## src/hdl/hcsm_pkg.sv

```systemverilog
// shared types, constants and the commutation table for the hall commutation core
`default_nettype none
package hcsm_pkg;

    localparam int TIME_W     = 63;
    localparam int SPEED_W    = 32;
    localparam int PPR_W      = 8;
    localparam int CFG_IDX_W  = 1;
    localparam int CFG_DATA_W = 32;
    localparam int IN_DATA_W  = 72;
    localparam int IN_USER_W  = 1;
    localparam int OUT_DATA_W = 40;
    localparam int DIV_STEPS  = 32;
    localparam int DIV_CNT_W  = $clog2(DIV_STEPS);

    localparam logic [PPR_W-1:0]   PPR_RESET = 8'd15;
    localparam logic [SPEED_W-1:0] NUM_RESET = 32'd60000000;

    localparam logic [CFG_IDX_W-1:0] REG_PPR = 1'b0;
    localparam logic [CFG_IDX_W-1:0] REG_NUM = 1'b1;

    localparam logic [1:0] DRV_OFF = 2'd0;
    localparam logic [1:0] DRV_LOW = 2'd1;
    localparam logic [1:0] DRV_PWM = 2'd2;

    typedef struct packed {
        logic [1:0] g;
        logic [1:0] b;
        logic [1:0] y;
    } t_drive;

    typedef struct packed {
        logic load;
        logic eval;
        logic div_step;
        logic out_load;
    } t_dp_cmd;

    typedef struct packed {
        logic div_needed;
        logic out_free;
    } t_dp_status;

    // hall code is y | b<<1 | g<<2
    function automatic t_drive drive_lookup(input logic [2:0] code);
        t_drive d;
        d = '{g: DRV_OFF, b: DRV_OFF, y: DRV_OFF};
        case (code)
            3'd1:    d = '{g: DRV_LOW, b: DRV_OFF, y: DRV_PWM};
            3'd2:    d = '{g: DRV_OFF, b: DRV_PWM, y: DRV_LOW};
            3'd3:    d = '{g: DRV_LOW, b: DRV_PWM, y: DRV_OFF};
            3'd4:    d = '{g: DRV_PWM, b: DRV_LOW, y: DRV_OFF};
            3'd5:    d = '{g: DRV_OFF, b: DRV_LOW, y: DRV_PWM};
            3'd6:    d = '{g: DRV_PWM, b: DRV_OFF, y: DRV_LOW};
            default: d = '{g: DRV_OFF, b: DRV_OFF, y: DRV_OFF};
        endcase
        return d;
    endfunction

endpackage
`default_nettype wire

```

## src/hdl/hcsm_ctrl.sv

```systemverilog
// sequencing state machine for the hall commutation core
`default_nettype none
module hcsm_ctrl
    import hcsm_pkg::*;
(
    input  wire         i_clk,
    input  wire         i_rst_n,
    input  wire         i_in_valid,
    output logic        o_in_ready,
    input  wire t_dp_status i_status,
    output t_dp_cmd     o_cmd
);

    typedef enum logic [1:0] {
        S_IDLE,
        S_EVAL,
        S_DIV,
        S_RESULT
    } t_state;

    t_state               r_state;
    logic [DIV_CNT_W-1:0] r_step;

    always_ff @(posedge i_clk) begin
        if (!i_rst_n) begin
            r_state <= S_IDLE;
            r_step  <= '0;
        end else begin
            unique case (r_state)
                S_IDLE: begin
                    if (i_in_valid) r_state <= S_EVAL;
                end
                S_EVAL: begin
                    r_step  <= '0;
                    r_state <= i_status.div_needed ? S_DIV : S_RESULT;
                end
                S_DIV: begin
                    r_step <= r_step + 1'b1;
                    if (r_step == DIV_CNT_W'(DIV_STEPS - 1)) r_state <= S_RESULT;
                end
                S_RESULT: begin
                    if (i_status.out_free) r_state <= S_IDLE;
                end
                default: r_state <= S_IDLE;
            endcase
        end
    end

    always_comb begin
        o_in_ready      = (r_state == S_IDLE);
        o_cmd.load      = (r_state == S_IDLE) && i_in_valid;
        o_cmd.eval      = (r_state == S_EVAL);
        o_cmd.div_step  = (r_state == S_DIV);
        o_cmd.out_load  = (r_state == S_RESULT) && i_status.out_free;
    end

endmodule
`default_nettype wire

```

## src/hdl/hcsm_dp.sv

```systemverilog
// datapath: speed accumulation, bit-serial divider and output register
`default_nettype none
module hcsm_dp
    import hcsm_pkg::*;
(
    input  wire                    i_clk,
    input  wire                    i_rst_n,
    input  wire                    i_cfg_we,
    input  wire  [CFG_IDX_W-1:0]   i_cfg_index,
    input  wire  [CFG_DATA_W-1:0]  i_cfg_data,
    input  wire  [2:0]             i_hall_code,
    input  wire                    i_capture,
    input  wire  [SPEED_W-1:0]     i_time_lo,
    input  wire t_dp_cmd           i_cmd,
    output t_dp_status             o_status,
    input  wire                    i_out_ready,
    output logic                   o_out_valid,
    output logic [OUT_DATA_W-1:0]  o_out_data
);

    logic [PPR_W-1:0]   r_ppr;
    logic [SPEED_W-1:0] r_num;
    logic [2:0]         r_code;
    logic               r_cap;
    logic [SPEED_W-1:0] r_time;
    logic [SPEED_W-1:0] r_rise;
    logic [SPEED_W-1:0] r_sum;
    logic [PPR_W-1:0]   r_count;
    logic [SPEED_W-1:0] r_div;
    logic [SPEED_W-1:0] r_rem;
    logic [SPEED_W-1:0] r_quo;
    logic               r_rep_valid;
    logic               r_rep_dz;
    logic               r_out_valid;
    logic [OUT_DATA_W-1:0] r_out_data;

    logic [SPEED_W-1:0] w_high;
    logic [SPEED_W-1:0] w_sum_new;
    logic [PPR_W:0]     w_next;
    logic               w_report;
    logic               w_zero;
    logic [SPEED_W:0]   w_trial;
    logic [SPEED_W:0]   w_diff;
    logic               w_ge;
    t_drive             w_drive;

    // high time wraps mod 2^32, so only the low timestamp bits matter
    assign w_high    = r_time - r_rise;
    assign w_sum_new = r_sum + w_high;
    assign w_next    = {1'b0, r_count} + 1'b1;
    assign w_report  = r_cap && !r_code[0] && (w_next >= {1'b0, r_ppr});
    assign w_zero    = (w_sum_new == '0);

    assign w_trial = {r_rem, r_quo[SPEED_W-1]};
    assign w_diff  = w_trial - {1'b0, r_div};
    assign w_ge    = !w_diff[SPEED_W];

    assign w_drive = drive_lookup(r_code);

    assign o_status.div_needed = w_report && !w_zero;
    assign o_status.out_free   = !r_out_valid || i_out_ready;

    // configuration registers
    always_ff @(posedge i_clk) begin
        if (!i_rst_n) begin
            r_ppr <= PPR_RESET;
            r_num <= NUM_RESET;
        end else if (i_cfg_we) begin
            unique case (i_cfg_index)
                REG_PPR: r_ppr <= i_cfg_data[PPR_W-1:0];
                REG_NUM: r_num <= i_cfg_data;
                default: ;
            endcase
        end
    end

    // speed state
    always_ff @(posedge i_clk) begin
        if (!i_rst_n) begin
            r_rise  <= '0;
            r_sum   <= '0;
            r_count <= '0;
        end else if (i_cmd.eval && r_cap) begin
            if (r_code[0]) begin
                r_rise <= r_time;
            end else if (w_report) begin
                r_sum   <= '0;
                r_count <= '0;
            end else begin
                r_sum   <= w_sum_new;
                r_count <= w_next[PPR_W-1:0];
            end
        end
    end

    // word capture, report flags and divider
    always_ff @(posedge i_clk) begin
        if (i_cmd.load) begin
            r_code <= i_hall_code;
            r_cap  <= i_capture;
            r_time <= i_time_lo;
        end
        if (i_cmd.eval) begin
            r_rep_valid <= w_report && !w_zero;
            r_rep_dz    <= w_report && w_zero;
            r_div       <= w_sum_new;
            r_rem       <= '0;
            r_quo       <= r_num;
        end else if (i_cmd.div_step) begin
            r_rem <= w_ge ? w_diff[SPEED_W-1:0] : w_trial[SPEED_W-1:0];
            r_quo <= {r_quo[SPEED_W-2:0], w_ge};
        end
    end

    // output register
    always_ff @(posedge i_clk) begin
        if (!i_rst_n) begin
            r_out_valid <= 1'b0;
        end else if (i_cmd.out_load) begin
            r_out_valid <= 1'b1;
        end else if (i_out_ready) begin
            r_out_valid <= 1'b0;
        end
    end

    always_ff @(posedge i_clk) begin
        if (i_cmd.out_load) begin
            r_out_data <= {r_rep_dz,
                           r_rep_valid ? r_quo : {SPEED_W{1'b0}},
                           r_rep_valid,
                           w_drive.g, w_drive.b, w_drive.y};
        end
    end

    assign o_out_valid = r_out_valid;
    assign o_out_data  = r_out_data;

endmodule
`default_nettype wire

```

## src/hdl/hall_commutation_with_speed_measure_core.sv

```systemverilog
// top level of the six-step hall commutation core with speed measurement
// sequence: an accepted word is captured, then evaluated; if a speed report with a
// nonzero sum is due, 32 divider steps run; the result loads once the output is free
// throughput: a new word is accepted only after the last result has loaded, so a due
// report holds the input through the 32-step bit-serial divider
// reset: synchronous active low; clears the period count, period sum, rise time,
// the output valid and loads 15 periods per report and a numerator of 60000000
`default_nettype none
module hall_commutation_with_speed_measure_core
    import hcsm_pkg::*;
(
    input  wire                    i_clk,
    input  wire                    i_rst_n,
    input  wire                    i_cfg_we,
    input  wire  [CFG_IDX_W-1:0]   i_cfg_index,
    input  wire  [CFG_DATA_W-1:0]  i_cfg_data,
    input  wire                    i_s_axis_tvalid,
    output logic                   o_s_axis_tready,
    // hall_y[0], hall_b[1], hall_g[2], time_us[65:3], zero fill[71:66]
    input  wire  [IN_DATA_W-1:0]   i_s_axis_tdata,
    // y_capture_fired[0]
    input  wire  [IN_USER_W-1:0]   i_s_axis_tuser,
    output logic                   o_m_axis_tvalid,
    input  wire                    i_m_axis_tready,
    // phase_y_drive[1:0], phase_b_drive[3:2], phase_g_drive[5:4], speed_valid[6],
    // speed_rpm[38:7], speed_div_zero[39]
    output logic [OUT_DATA_W-1:0]  o_m_axis_tdata
);

    t_dp_cmd    w_cmd;
    t_dp_status w_status;

    hcsm_ctrl u_ctrl (
        .i_clk      (i_clk),
        .i_rst_n    (i_rst_n),
        .i_in_valid (i_s_axis_tvalid),
        .o_in_ready (o_s_axis_tready),
        .i_status   (w_status),
        .o_cmd      (w_cmd)
    );

    hcsm_dp u_dp (
        .i_clk       (i_clk),
        .i_rst_n     (i_rst_n),
        .i_cfg_we    (i_cfg_we),
        .i_cfg_index (i_cfg_index),
        .i_cfg_data  (i_cfg_data),
        .i_hall_code (i_s_axis_tdata[2:0]),
        .i_capture   (i_s_axis_tuser[0]),
        .i_time_lo   (i_s_axis_tdata[3 +: SPEED_W]),
        .i_cmd       (w_cmd),
        .o_status    (w_status),
        .i_out_ready (i_m_axis_tready),
        .o_out_valid (o_m_axis_tvalid),
        .o_out_data  (o_m_axis_tdata)
    );

    // a result never carries both a speed and a zero-sum error
    a_flags_exclusive: assert property (@(posedge i_clk) disable iff (!i_rst_n)
        o_m_axis_tvalid |-> !(o_m_axis_tdata[6] && o_m_axis_tdata[39]))
        else $error("speed_valid and speed_div_zero both set");

    // rpm reads zero whenever no speed is reported
    a_rpm_zero: assert property (@(posedge i_clk) disable iff (!i_rst_n)
        (o_m_axis_tvalid && !o_m_axis_tdata[6]) |-> (o_m_axis_tdata[38:7] == '0))
        else $error("speed_rpm nonzero without speed_valid");

    // one word at a time: ready drops right after an accept
    a_one_in_flight: assert property (@(posedge i_clk) disable iff (!i_rst_n)
        (i_s_axis_tvalid && o_s_axis_tready) |=> !o_s_axis_tready)
        else $error("input accepted while a word is in flight");

endmodule
`default_nettype wire

```

## config.mk

```make
export PLATFORM = sky130hd
export DESIGN_NAME = hall_commutation_with_speed_measure_core
export DESIGN_NICKNAME = d
export VERILOG_FILES = /design/src/hdl/hcsm_pkg.sv /design/src/hdl/hcsm_ctrl.sv /design/src/hdl/hcsm_dp.sv /design/src/hdl/hall_commutation_with_speed_measure_core.sv
export SDC_FILE = /design/constraint.sdc
export NUM_CORES = 1
export LEC_CHECK = 0
export BUFFER_PORTS_ARGS = -buffer_cell sky130_fd_sc_hd__buf_2
export CORE_ASPECT_RATIO = 0.5
export CORE_MARGIN = 2
export CORE_UTILIZATION = 45
export CTS_BUF_LIST = sky130_fd_sc_hd__clkbuf_2
export CTS_CLUSTER_DIAMETER = 40
export DETAILED_ROUTE_END_ITERATION = 7
export SLEW_MARGIN = 20
export SYNTH_ARGS = -nofsm -noshare
export SYNTH_HDL_FRONTEND = slang
export SYNTH_SLANG_ARGS = --single-unit
```

## constraint.sdc

```tcl
create_clock -name i_clk -period 8.95 [get_ports i_clk]
set_input_delay 1.79 -clock i_clk [delete_from_list [all_inputs] [get_ports i_clk]]
set_output_delay 1.79 -clock i_clk [all_outputs]
set_load 0.01 [all_outputs]
```

==> summary.txt <==
Ys flop type -> dfxtp_1
GRT overflow -> 0
Critical Path Fanout Max -> 10
Hold-fix buffers, CTS -> 0
Initial antenna violation count -> 2
Peak VDD IR -> 0.149 mV
Share of cells above drive strength 1 -> 16.5%
Die W -> 275 um
Mapped Area -> 0.0165 mm^2
Clock buffer count from CTS -> 73
Post-Syn Nets -> 1956
IO buf count -> 115
PwrDens -> 373 mW/mm^2
Hold depth -> 2
CP peak stage delay -> 630 ps
R2R Path End -> u_dp.r_rep_dz
Crit-path cells -> inv_1 > fa_1 > inv_1 > ha_1 > a21oi_2 > a21boi_0 > o22ai_1 > nand4_1 > xor2_1 > or4b_1 > or4_1 > or4_1 > nor4_2
Critical path startpoint category -> register
Vias in the first global route -> 12229
R2r setup slk -> 4110 ps
Syn Inst Count -> 1734
DR vias -> 12430
Crit path arrival time -> 5600 ps
Syn Area/Cell -> 9.52 um^2
Buf/Inv on CP -> 2
Kind of critical path -> register to register
CP max stage cell -> or4b_1
Top delay family on crit path -> simple AND/OR/NAND/NOR gates
Final non-filler cell area -> 0.0183 mm^2
Synth top area share -> 25.8%
Largest net degree at the start of global routing -> 77
Worst EP required -> 9710 ps
# nets final -> 2078
Number of setup violations in the final report -> 0
PostCTS Resize Cnt -> 0
Pre-antenna DRT Iters -> 5
Synth warnings -> 0
Peak Freq -> 0.207 GHz
Worst R2R Start -> u_dp.r_sum[19]
Top area cells in the synthesized netlist -> edfxtp_1 (26%), dfxtp_1 (18%), ha_1 (6.0%)
Clock transition at path regs -> 120 ps
Post-route DRC violation count -> 0
Sequential fraction of the synthesis area -> 44.3%
Die ar. -> 0.0383 mm^2
Largest area contributor in the netlist -> edfxtp_1
TritonCTS clock tree -> done
Setup Buffers After CTS -> 0
Leakage -> 7.53 nW
Final-report hold violation count -> 0
Worst hold path endpoint -> u_dp.r_sum[11]
DIE HEIGHT -> 139 um
Core region area -> 0.0360 mm^2
Number of synthesized flops with an enable pin -> 142
Post-DP HPWL -> 25900 um
Clock insertion delay at the later pin of the skew report -> 960 ps
Max-Cap Viols -> 0
Final WL -> 37500 um
Final core occ -> 50.7%
Routed len/inst -> 15.6 um
Min-delay worst type -> register to register
Transition time of the tightest slew-check pin -> 1030 ps
Async S/R FF share, synth -> 0%
Status -> finished clean
CTS H-tree depth -> 3
Vias per inst -> 5.17
Unrepaired setup endpoints after global routing -> no
Root buffer cell -> clkbuf_2
Initial Utilization -> 45.8%
Final setup TNS -> 0 ps
Worst clock skew -> 97.0 ps
Fin cells -> 2402
Layout area overhead -> 10.8%
Minimum clock period -> 4840 ps
Final Max Tran Viols -> 0
Synth top cells by count -> nand2_1 (237), inv_1 (190), dfxtp_1 (152)
Inst Count DP -> 2265
Rows -> 49
Relative slew slack -> 31.4%
Post-route ant nets -> 0
TritonCTS Sinks -> 294
CP Capture Type -> register
Most frequent cell after synthesis -> nand2_1
Placed cell area -> 0.0175 mm^2
CTS Buffer Depth -> 3
Hold Crit Start -> u_dp.r_sum[11]
Cell count of the worst reg-to-reg path -> 13
Distinct cells, synth -> 89
GP Congestion -> 0.880
Aggregate global-route resource usage -> 19.9%
Tcrit/Tclk final -> 54.1%
Seq cells post-synth -> 294
First-pass GRT wire length -> 62000 um
Boundary pin count -> 153
Starting DRT DRC Count -> 612
-- registers in the layout (all words and copies together) (netlist names) --
name,cells
u_dp.r_time,32
u_ctrl.r_state,2
u_dp.r_div,32
u_dp.r_cap,1
u_dp.r_rem,32
u_ctrl.r_step,5
u_dp.r_sum,32
u_dp.r_code,3
u_dp.r_quo,32
u_dp.r_rep_dz,1
u_dp.r_rep_valid,1
u_dp.r_ppr,8
u_dp.r_count,8
u_dp.r_num,32
u_dp.r_rise,32
u_dp.o_out_valid,1
u_dp.o_out_data,40
-- report_power, final --
| part | total, mW | internal [mW] | leakage (nW) | switching, mW |
|---|---|---|---|---|
| logic | 3.68 | 1.39 | 4.38 | 2.29 |
| registers | 2.10 | 1.93 | 2.57 | 0.168 |
| clock network | 1.04 | 0.479 | 0.578 | 0.564 |
| total | 6.82 | 3.80 | 7.53 | 3.03 |
-- worst min-delay path: stages, from the launching register on --
cell and delay (ps):
dfxtp_1 310, nand2_1 50, a21boi_0 60
-- logic make-up after synthesis --
group	share of synthesized area (%)
adders and majority gates	9.87
buffers and inverters	6.39
muxes	3.51
AOI/OAI and AO/OA	16.5
and+or+nand+nor	16.5
xor gates and xnor gates	2.96
DFF	44.3
-- final cells by class --
| class | count | area [um^2] |
|---|---|---|
| inverter | 191 | 717 |
| tap | 484 | 606 |
| fill | 3446 | 17800 |
| multi-input combinational | 1171 | 8200 |
| clock buffer | 113 | 566 |
| sequential | 294 | 7310 |
| clock inverter | 23 | 221 |
| antenna | 1 | 2.50 |
| timing repair buffer | 125 | 666 |
-- metrics by stage --
step | hold slack (ps) | total power [mW] | setup slack [ps]
2_1_floorplan | 400 | 4.85 | 4830
3_3_place_gp | 445 | 5.76 | 4220
3_5_place_dp | 435 | 5.78 | 4220
4_1_cts | 472 | 6.86 | 4150
5_1_grt | 494 | 7.42 | 3880
6_report | 467 | 6.82 | 4110
-- layout by cell type, fill, tap and decap left out, types with 7 or more instances in the layout --
cell type / instances
edfxtp_1: 142
mux2_2: 31
o22ai_1: 8
a21o_1: 18
ha_1: 76
clkbuf_2: 113
a211oi_1: 32
a21oi_1: 59
inv_1: 190
dfxtp_1: 152
o21ai_0: 44
a21boi_0: 100
nor3_1: 26
clkinv_1: 15
a31oi_1: 11
and3_1: 11
nand4_1: 18
buf_2: 114
o31ai_1: 7
nand2_1: 237
nand2b_1: 20
nor2_1: 70
xor2_1: 21
o21bai_1: 10
xnor2_1: 33
mux2i_1: 23
buf_4: 10
and2_1: 41
nand3_1: 72
nor2b_1: 23
fa_1: 32
o21a_1: 23
o211ai_1: 16
-- worst max path at each step --
| stage | startpoint | endpoint | depth (start not counted) |
|---|---|---|---|
| after floorplan | u_dp.r_sum[1] | u_dp.r_rep_dz | 13 |
| after global placement | u_dp.r_sum[16] | u_dp.r_rep_dz | 13 |
| after detailed placement | u_dp.r_sum[16] | u_dp.r_rep_dz | 13 |
| after CTS | u_dp.r_sum[19] | u_dp.r_rep_dz | 13 |
| after global routing | u_dp.r_sum[19] | u_dp.r_rep_dz | 13 |
| final | u_dp.r_sum[19] | u_dp.r_rep_dz | 13 |
-- routing by layer --
layer | up-vias | track usage [%] | part of all wire (%)
met4 | 2 | 5.55 | 1.3
met1 | 5774 | 28.5 | 50
li1 | 6330 | - | -
met2 | 281 | 30.0 | 43
met3 | 43 | 4.90 | 5.6
met5 | - | 0 | 0.035
No activity file was read; power rests on OpenSTA's default activity.
